===== src/hw/rtl/btsm_pkg.sv =====
// Package for the Beaver-triple share multiply block: widths, state and command types.
// No dependencies.
package btsm_pkg;
    localparam int CW = 60;
    localparam int PARTIES = 16;
    localparam int PW = 4;
    localparam int CNTW = 5;
    localparam logic [CW-1:0] MOD_RESET = 60'hFFF_FFFF_FFFF_FFFF;

    localparam logic [2:0] SEL_X  = 3'd0;
    localparam logic [2:0] SEL_Y  = 3'd1;
    localparam logic [2:0] SEL_A  = 3'd2;
    localparam logic [2:0] SEL_B  = 3'd3;
    localparam logic [2:0] SEL_C  = 3'd4;
    localparam logic [2:0] SEL_XS = 3'd5;
    localparam logic [2:0] SEL_YS = 3'd6;

    typedef enum logic [3:0] {
        ST_IDLE,
        ST_RED,
        ST_ACC,
        ST_STORE,
        ST_EMIT_LD,
        ST_EMIT_RED,
        ST_MUL_YA,
        ST_MUL_XB,
        ST_MUL_XY,
        ST_OUT
    } state_t;

    typedef enum logic [1:0] {
        MS_YA,
        MS_XB,
        MS_XY
    } mul_sel_t;

    typedef struct packed {
        logic     red_start;
        logic     red_in;
        logic     acc;
        logic     emit_load;
        logic     emit_red;
        logic     mul_start;
        mul_sel_t mul_sel;
        logic     mul_add;
        logic     clear;
    } cmd_t;

    typedef struct packed {
        logic red_done;
        logic mul_done;
    } sts_t;
endpackage


===== src/hw/rtl/btsm_ctrl.sv =====
// Controller state machine: load sequencing, emission loop and result strobe.
// Depends on btsm_pkg.
module btsm_ctrl
    import btsm_pkg::*;
(
    input  logic          clk,
    input  logic          rst_n,
    input  logic          start,
    input  logic          last_party,
    output logic          busy,
    output cmd_t          cmd,
    input  sts_t          sts,
    output logic [2:0]    red_sel,
    output logic [PW-1:0] wr_idx,
    output logic [PW-1:0] rd_idx,
    output logic          done,
    output logic [PW-1:0] party_index,
    output logic          last_result,
    output logic          overflow
);
    state_t        state_reg, state_next;
    logic [CNTW-1:0] cnt_reg, cnt_next, idx_reg, idx_next;
    logic [2:0]    sel_reg, sel_next;
    logic          last_reg, last_next, ovf_reg, ovf_next, drop_reg, drop_next;
    logic          pend_reg, pend_next;

    always_ff @(posedge clk or negedge rst_n)
    begin
        if (!rst_n)
        begin
            state_reg <= ST_IDLE;
            cnt_reg   <= '0;
            idx_reg   <= '0;
            sel_reg   <= '0;
            last_reg  <= 1'b0;
            ovf_reg   <= 1'b0;
            drop_reg  <= 1'b0;
            pend_reg  <= 1'b0;
        end
        else
        begin
            state_reg <= state_next;
            cnt_reg   <= cnt_next;
            idx_reg   <= idx_next;
            sel_reg   <= sel_next;
            last_reg  <= last_next;
            ovf_reg   <= ovf_next;
            drop_reg  <= drop_next;
            pend_reg  <= pend_next;
        end
    end

    always_comb
    begin
        state_next = state_reg;
        cnt_next   = cnt_reg;
        idx_next   = idx_reg;
        sel_next   = sel_reg;
        last_next  = last_reg;
        ovf_next   = ovf_reg;
        drop_next  = drop_reg;
        pend_next  = pend_reg;
        cmd        = '0;
        cmd.mul_sel = MS_YA;
        busy       = state_reg != ST_IDLE;
        done       = 1'b0;
        unique case (state_reg)
            ST_IDLE:
            begin
                if (start)
                begin
                    last_next = last_party;
                    drop_next = cnt_reg >= CNTW'(PARTIES);
                    if (cnt_reg >= CNTW'(PARTIES))
                        ovf_next = 1'b1;
                    cmd.red_in = 1'b1;
                    sel_next   = SEL_X;
                    state_next = ST_RED;
                end
            end
            ST_RED:
            begin
                if (drop_reg)
                begin
                    state_next = last_reg ? ST_EMIT_LD : ST_IDLE;
                    idx_next   = '0;
                end
                else
                begin
                    cmd.red_start = 1'b1;
                    state_next    = ST_ACC;
                end
            end
            ST_ACC:
            begin
                if (sts.red_done)
                begin
                    if (sel_reg == SEL_YS)
                        state_next = ST_STORE;
                    else
                    begin
                        sel_next   = sel_reg + 3'd1;
                        state_next = ST_RED;
                    end
                end
            end
            ST_STORE:
            begin
                cmd.acc    = 1'b1;
                cnt_next   = cnt_reg + 1'b1;
                idx_next   = '0;
                state_next = last_reg ? ST_EMIT_LD : ST_IDLE;
            end
            ST_EMIT_LD:
            begin
                cmd.emit_load = 1'b1;
                sel_next      = SEL_X;
                state_next    = ST_EMIT_RED;
            end
            ST_EMIT_RED:
            begin
                cmd.emit_red = 1'b1;
                if (!pend_reg)
                begin
                    cmd.red_start = 1'b1;
                    pend_next     = 1'b1;
                end
                else if (sts.red_done)
                begin
                    pend_next = 1'b0;
                    if (sel_reg == SEL_C)
                        state_next = ST_MUL_YA;
                    else
                        sel_next = sel_reg + 3'd1;
                end
            end
            ST_MUL_YA:
            begin
                cmd.mul_sel = MS_YA;
                cmd.mul_add = 1'b1;
                if (!pend_reg)
                begin
                    cmd.mul_start = 1'b1;
                    pend_next     = 1'b1;
                end
                else if (sts.mul_done)
                begin
                    pend_next  = 1'b0;
                    state_next = ST_MUL_XB;
                end
            end
            ST_MUL_XB:
            begin
                cmd.mul_sel = MS_XB;
                cmd.mul_add = 1'b1;
                if (!pend_reg)
                begin
                    cmd.mul_start = 1'b1;
                    pend_next     = 1'b1;
                end
                else if (sts.mul_done)
                begin
                    pend_next  = 1'b0;
                    state_next = (idx_reg == '0) ? ST_MUL_XY : ST_OUT;
                end
            end
            ST_MUL_XY:
            begin
                cmd.mul_sel = MS_XY;
                cmd.mul_add = 1'b1;
                if (!pend_reg)
                begin
                    cmd.mul_start = 1'b1;
                    pend_next     = 1'b1;
                end
                else if (sts.mul_done)
                begin
                    pend_next  = 1'b0;
                    state_next = ST_OUT;
                end
            end
            ST_OUT:
            begin
                done = 1'b1;
                if (idx_reg + 1'b1 >= cnt_reg)
                begin
                    cmd.clear  = 1'b1;
                    cnt_next   = '0;
                    ovf_next   = 1'b0;
                    state_next = ST_IDLE;
                end
                else
                begin
                    idx_next   = idx_reg + 1'b1;
                    state_next = ST_EMIT_LD;
                end
            end
            default: state_next = ST_IDLE;
        endcase
    end

    // first cycle of each reduction step kicks the unit; hold until done
    assign red_sel     = sel_reg;
    assign wr_idx      = cnt_reg[PW-1:0];
    assign rd_idx      = idx_reg[PW-1:0];
    assign party_index = idx_reg[PW-1:0];
    assign last_result = idx_reg + 1'b1 >= cnt_reg;
    assign overflow    = ovf_reg;
endmodule


===== config.mk =====
export PLATFORM = sky130hd
export DESIGN_NAME = btsm_ctrl
export DESIGN_NICKNAME = d
export VERILOG_FILES = /design/src/hw/rtl/btsm_pkg.sv /design/src/hw/rtl/btsm_ctrl.sv
export SDC_FILE = /design/constraint.sdc
export NUM_CORES = 1
export LEC_CHECK = 0
export BUFFER_PORTS_ARGS = -buffer_cell sky130_fd_sc_hd__buf_2
export CAP_MARGIN = 20
export CORE_MARGIN = 2
export CORE_UTILIZATION = 54
export CTS_CLUSTER_SIZE = 25
export DETAILED_ROUTE_END_ITERATION = 10
export PLACE_DENSITY = 0.77
export SLEW_MARGIN = 40
export SYNTH_ARGS = -nofsm -noshare
export SYNTH_HDL_FRONTEND = slang
export SYNTH_SLANG_ARGS = --single-unit

===== constraint.sdc =====
create_clock -name clk -period 2.9 [get_ports clk]
set_clock_uncertainty 0.15 [all_clocks]
set_input_delay 0.58 -clock clk [delete_from_list [all_inputs] [get_ports clk]]
set_output_delay 0.58 -clock clk [all_outputs]
set_load 0.05 [all_outputs]

# After elaboration in Yosys (flattened, before gate mapping)
# Index checks and enable logic that the tools add are counted.
[op_classes]
magnitude_cmp = 2
add_sub_neg = 3
n_reduce_logical = 15
n_eq_ne = 28
muxes = 50
[op_table]
columns = ["operator", "n"]
rows = [
  ["$mux W4", 11],
  ["$pmux W4 S10", 1],
  ["$ne A2 B2 Y1 const B", 17],
  ["$mux W3", 9],
  ["$mux W1", 18],
  ["$eq A4 B3 Y1 const B", 4],
  ["$mux W5", 3],
  ["$pmux W5 S3", 1],
  ["$pmux W3 S4", 1],
  ["$pmux W4 S3", 1],
  ["$reduce_and A11 Y1", 1],
  ["$add A5 B1 Y5 const B", 2],
  ["$pmux W5 S2", 1],
  ["$eq A4 B2 Y1 const B", 2],
  ["$eq A4 B4 Y1 const B", 2],
  ["$reduce_bool A4 Y1", 2],
  ["$reduce_and A7 Y1", 1],
  ["$eq A3 B3 Y1 const B", 2],
  ["$pmux W1 S2", 3],
  ["$reduce_bool A2 Y1", 3],
  ["$ge A5 B5 Y1", 1],
  ["$ge A5 B5 Y1 const B", 1],
  ["$logic_not A5 Y1", 1],
  ["$eq A4 B1 Y1 const B", 1],
  ["other kinds (8)", 9],
]
[totals]
output_inout_bits = 29
reg_bits = 21
in_bits = 6
word_cells = 106

# Longest topological paths before layout
[logic_depth]
depth_word = 5
mapped_depth = 8
ltp_nobuf = 8

# Least setup slack after synthesis
# OpenSTA, ideal clock, no wires.
[synth_timing]
path_kind = "register to output"
start = "register idx_reg[0]"
end = "output last_result"
path_stages_with_launch = 7
arrival_ns = 2.473
n_path_buf = 0
setup_slack_ns = -0.303
required_ns = 2.170
path_cell_list = "dfrtp_1 > ha_1 > xor2_1 > ha_1 > or2_2 > a31oi_1 > o21ai_0"
[synth_between]
elab_chain_len = 2
[synth_lines]
columns = ["item", "line_no", "source"]
rows = [
  ["start, declared", "btsm_ctrl.sv:22", "logic [CNTW-1:0] cnt_reg, cnt_next, idx_reg, idx_next;"],
  ["start signal, assigned", "btsm_ctrl.sv:44", "idx_reg <= idx_next;"],
  ["$add A5 B1 Y5", "btsm_ctrl.sv:207", "assign last_result = idx_reg + 1'b1 >= cnt_reg;"],
  ["$ge A5 B5 Y1", "btsm_ctrl.sv:207", ""],
  ["end, declared", "btsm_ctrl.sv:18", "output logic last_result,"],
]
# Every way passes these cells.

==> results.yml <==
placed_design:
  port_buffers: 34
  dp_hpwl_microns: 2820
  dpl-instance-area_sq_um: 1780
  place_congestion: 0.868
  dp_worst_setup_slack_ps: 126
critical_path:
  r2r_cells: 8
  crit_arrival_ps: 2190
  crit_type: "reg -> out"
  rr_startpoint: "idx_reg[1]$_DFFE_PN0P_"
  reg2reg_to: "idx_reg[2]$_DFFE_PN0P_"
  start_kind: "flop"
  cp_max_fo: 3
  rrSetupSlack_ps: 400
  critPathRequiredTime_ps: 2170
  end_kind: "output port"
power_and_ir_drop:
  peakVddDrop_mv: 0.672
  p_int_uw: 956
  p_sw_mw: 1.15
  p_per_area_nw_per_um2: 1020
  comb_power_share: 0.682
  p_leak_nw: 1.02
  switching_share: 0.546
  power_mw: 2.11
  p_seq_frac: 0.248
  clkPwrFrac: 0.070
global_routing:
  grt_usage: 0.239
  grt_antenna_before_repair: 0
  grt-ovfl-total: 0
  grt_max_degree: 22
  grt_pass1_wl_microns: 6370
  grt_pass1_vias: 1482
logic_synthesis:
  yosysSeqAreaShare: 0.319
  synthCells: 190
  postSynth.asyncResetShare: 1.00
  ys_warn_count: 0
  syn_nets: 208
  avgSynthCellArea_sq_um: 8.68
  syn-cell-area_sq_um: 1650
  ys_types: 49
  synth_edf_count: 0
  synth_ff_type: "dfrtp_1"
  synth-seq-cells: 21
sta:
  worst_slack_ps: -16.0
  fin_hold_ws_ps: 61.9
  max_freq_mhz: 343
  finalSetupViolCount: 1
  rsz0062_at_grt: "yes"
  tightest_slew_ps: 573
  fin_crit_ps: 2920
  slew_viol_final: 0
  fin_crit_sh: 1.01
  hold_viol: 0
  relSlewSlack: 0.618
status:
  failed_checks: "negative setup slack"
  status: "complete, but fails checks"
routing:
  antenna_left: 0
  wl_microns: 4200
  wl_met1_microns: 1690
  vias: 1512
  first_pass_iters: 4
  met3RoutedLength_microns: 117
  initialDrtViolationCount: 110
  detail_route.wl_per_cell_microns: 16.5
  wl_met2_microns: 2320
  top_layer: "met4"
  drc_errors: 0
  vias_per_cell: 5.93
final_layout:
  final_core_util: 0.691
  final_common_cell: "buf_2"
  drive_gt1_frac: 0.365
  antennaDiodeCount: 0
  area_growth_pct: 24.7
  multi_input_area_sq_um: 1060
  layout_common_cells: "buf_2, inv_1, dfrtp_1"
  nets: 241
  regArea_sq_um: 528
  stdcell_area_sq_um: 2060
  nFillCells: 235
hold_path:
  worstHoldPathType: "in -> async"
floorplanning:
  num_rows: 20
  io-pin-count: 35
  core_area_sq_um: 2980
  die_w_microns: 59.3
  initial_core_util: 0.554
  die_h_microns: 59.3
  dieArea_sq_um: 3510
clock_network:
  worst_skew_pair.late_latency_ps: 300
  cts_sinks: 21
  cts_buffers: 3
  clockBufferDepth: 2
  h-tree-depth: 1
  hold_buffers: 0
  cts-root-buf: "clkbuf_4"
  cts_tree: "built"
  clkTransAtPathRegs_ps: 130
run:
  cap_violations: 0
==> what timing repair did <==
action                     4_1_cts  5_1_grt
buffers inserted                 3        5
pin swaps                        6       11
setup endpoints to repair        2        3
gates resized for setup         16       20
==> layer usage <==
| layer | global-route usage | vias to the layer above |
|---|---|---|
| met3 | 0.0218 | 10 |
| met5 | 0 | - |
| met4 | 0.0974 | 0 |
| li1 | - | 726 |
| met2 | 0.446 | 36 |
| met1 | 0.276 | 740 |
==> worst max-delay path by stage <==
| stage | startpoint | cells after the start | end | slack [ps] |
|---|---|---|---|---|
| 2_1_floorplan | state_reg[1]$_DFFE_PN0P_ | 6 | cmd[0] | 50 |
| 3_3_place_gp | idx_reg[1]$_DFFE_PN0P_ | 8 | cmd[0] | 220 |
| 3_5_place_dp | idx_reg[1]$_DFFE_PN0P_ | 8 | cmd[0] | 130 |
| 4_1_cts | idx_reg[0]$_DFFE_PN0P_ | 7 | last_result | -30 |
| 5_1_grt | idx_reg[1]$_DFFE_PN0P_ | 9 | cmd[0] | -100 |
| 6_report | idx_reg[1]$_DFFE_PN0P_ | 9 | cmd[0] | -20 |
==> power groups by stage <==
stage / clock (mW) / sequential (mW) / combinational, mW
after floorplan: 0 / 0.478 / 1.07
after global placement: 0 / 0.506 / 1.22
after detailed placement: 0 / 0.516 / 1.27
after CTS: 0.149 / 0.514 / 1.34
after global routing: 0.164 / 0.545 / 1.54
final: 0.147 / 0.523 / 1.44
==> critical path, stage by stage (launching register included) <==
cell	delay, ps
dfrtp_1	450
buf_4	150
buf_4	120
nand3_4	90
xnor2_2	200
ha_4	300
and3_4	190
nand3_2	110
nand2_2	120
buf_8	150
==> synthesized netlist by cell type (all sizes together), types with 2 or more instances <==
master | n | area share
and2 | 2 | 0.0076
nor3 | 3 | 0.0091
clkbuf | 4 | 0.0091
xnor2 | 5 | 0.027
nand3b | 2 | 0.0091
ha | 12 | 0.091
o21ai | 8 | 0.024
or4b | 2 | 0.012
a31oi | 4 | 0.015
and3 | 2 | 0.0076
o2111ai | 3 | 0.016
or4 | 2 | 0.0091
buf | 18 | 0.078
nand2 | 11 | 0.025
and3b | 2 | 0.011
nand4 | 2 | 0.0076
nand3 | 11 | 0.033
mux2 | 3 | 0.020
nand2b | 3 | 0.011
a2111o | 2 | 0.014
nor2 | 11 | 0.025
o21a | 3 | 0.014
o31ai | 2 | 0.0091
dfrtp | 21 | 0.32
inv | 23 | 0.052
a21o | 2 | 0.0091
mux2i | 3 | 0.018
o221ai | 3 | 0.016
a21oi | 4 | 0.012
==> metrics by stage <==
step	cells	setup TNS (ps)
finish	255	-16.0
detailed placement	243	0
CTS	250	-34.2
floorplan	190	0
global route	255	-172
global placement	243	0
==> cells by family (layout without fill, tap and decap cells) <==
kind of cell | after synthesis | in the layout | share of synthesized area
flops | 21 | 21 | 0.319
simple gates | 59 | 59 | 0.197
fa+ha+maj | 12 | 12 | 0.0910
compound gates | 41 | 41 | 0.183
xor+xnor | 6 | 6 | 0.0319
mux | 6 | 6 | 0.0387
buf+inv | 45 | 77 | 0.140
==> final cells by class <==
type,count,share of cell area
multi-input cells,124,0.515
flip-flops and latches,21,0.257
clock buffers,4,0.0128
inverters,23,0.0432
well taps,33,0.0201
repair buffers,50,0.153
Note: power is estimated with default switching activity, not from simulation.
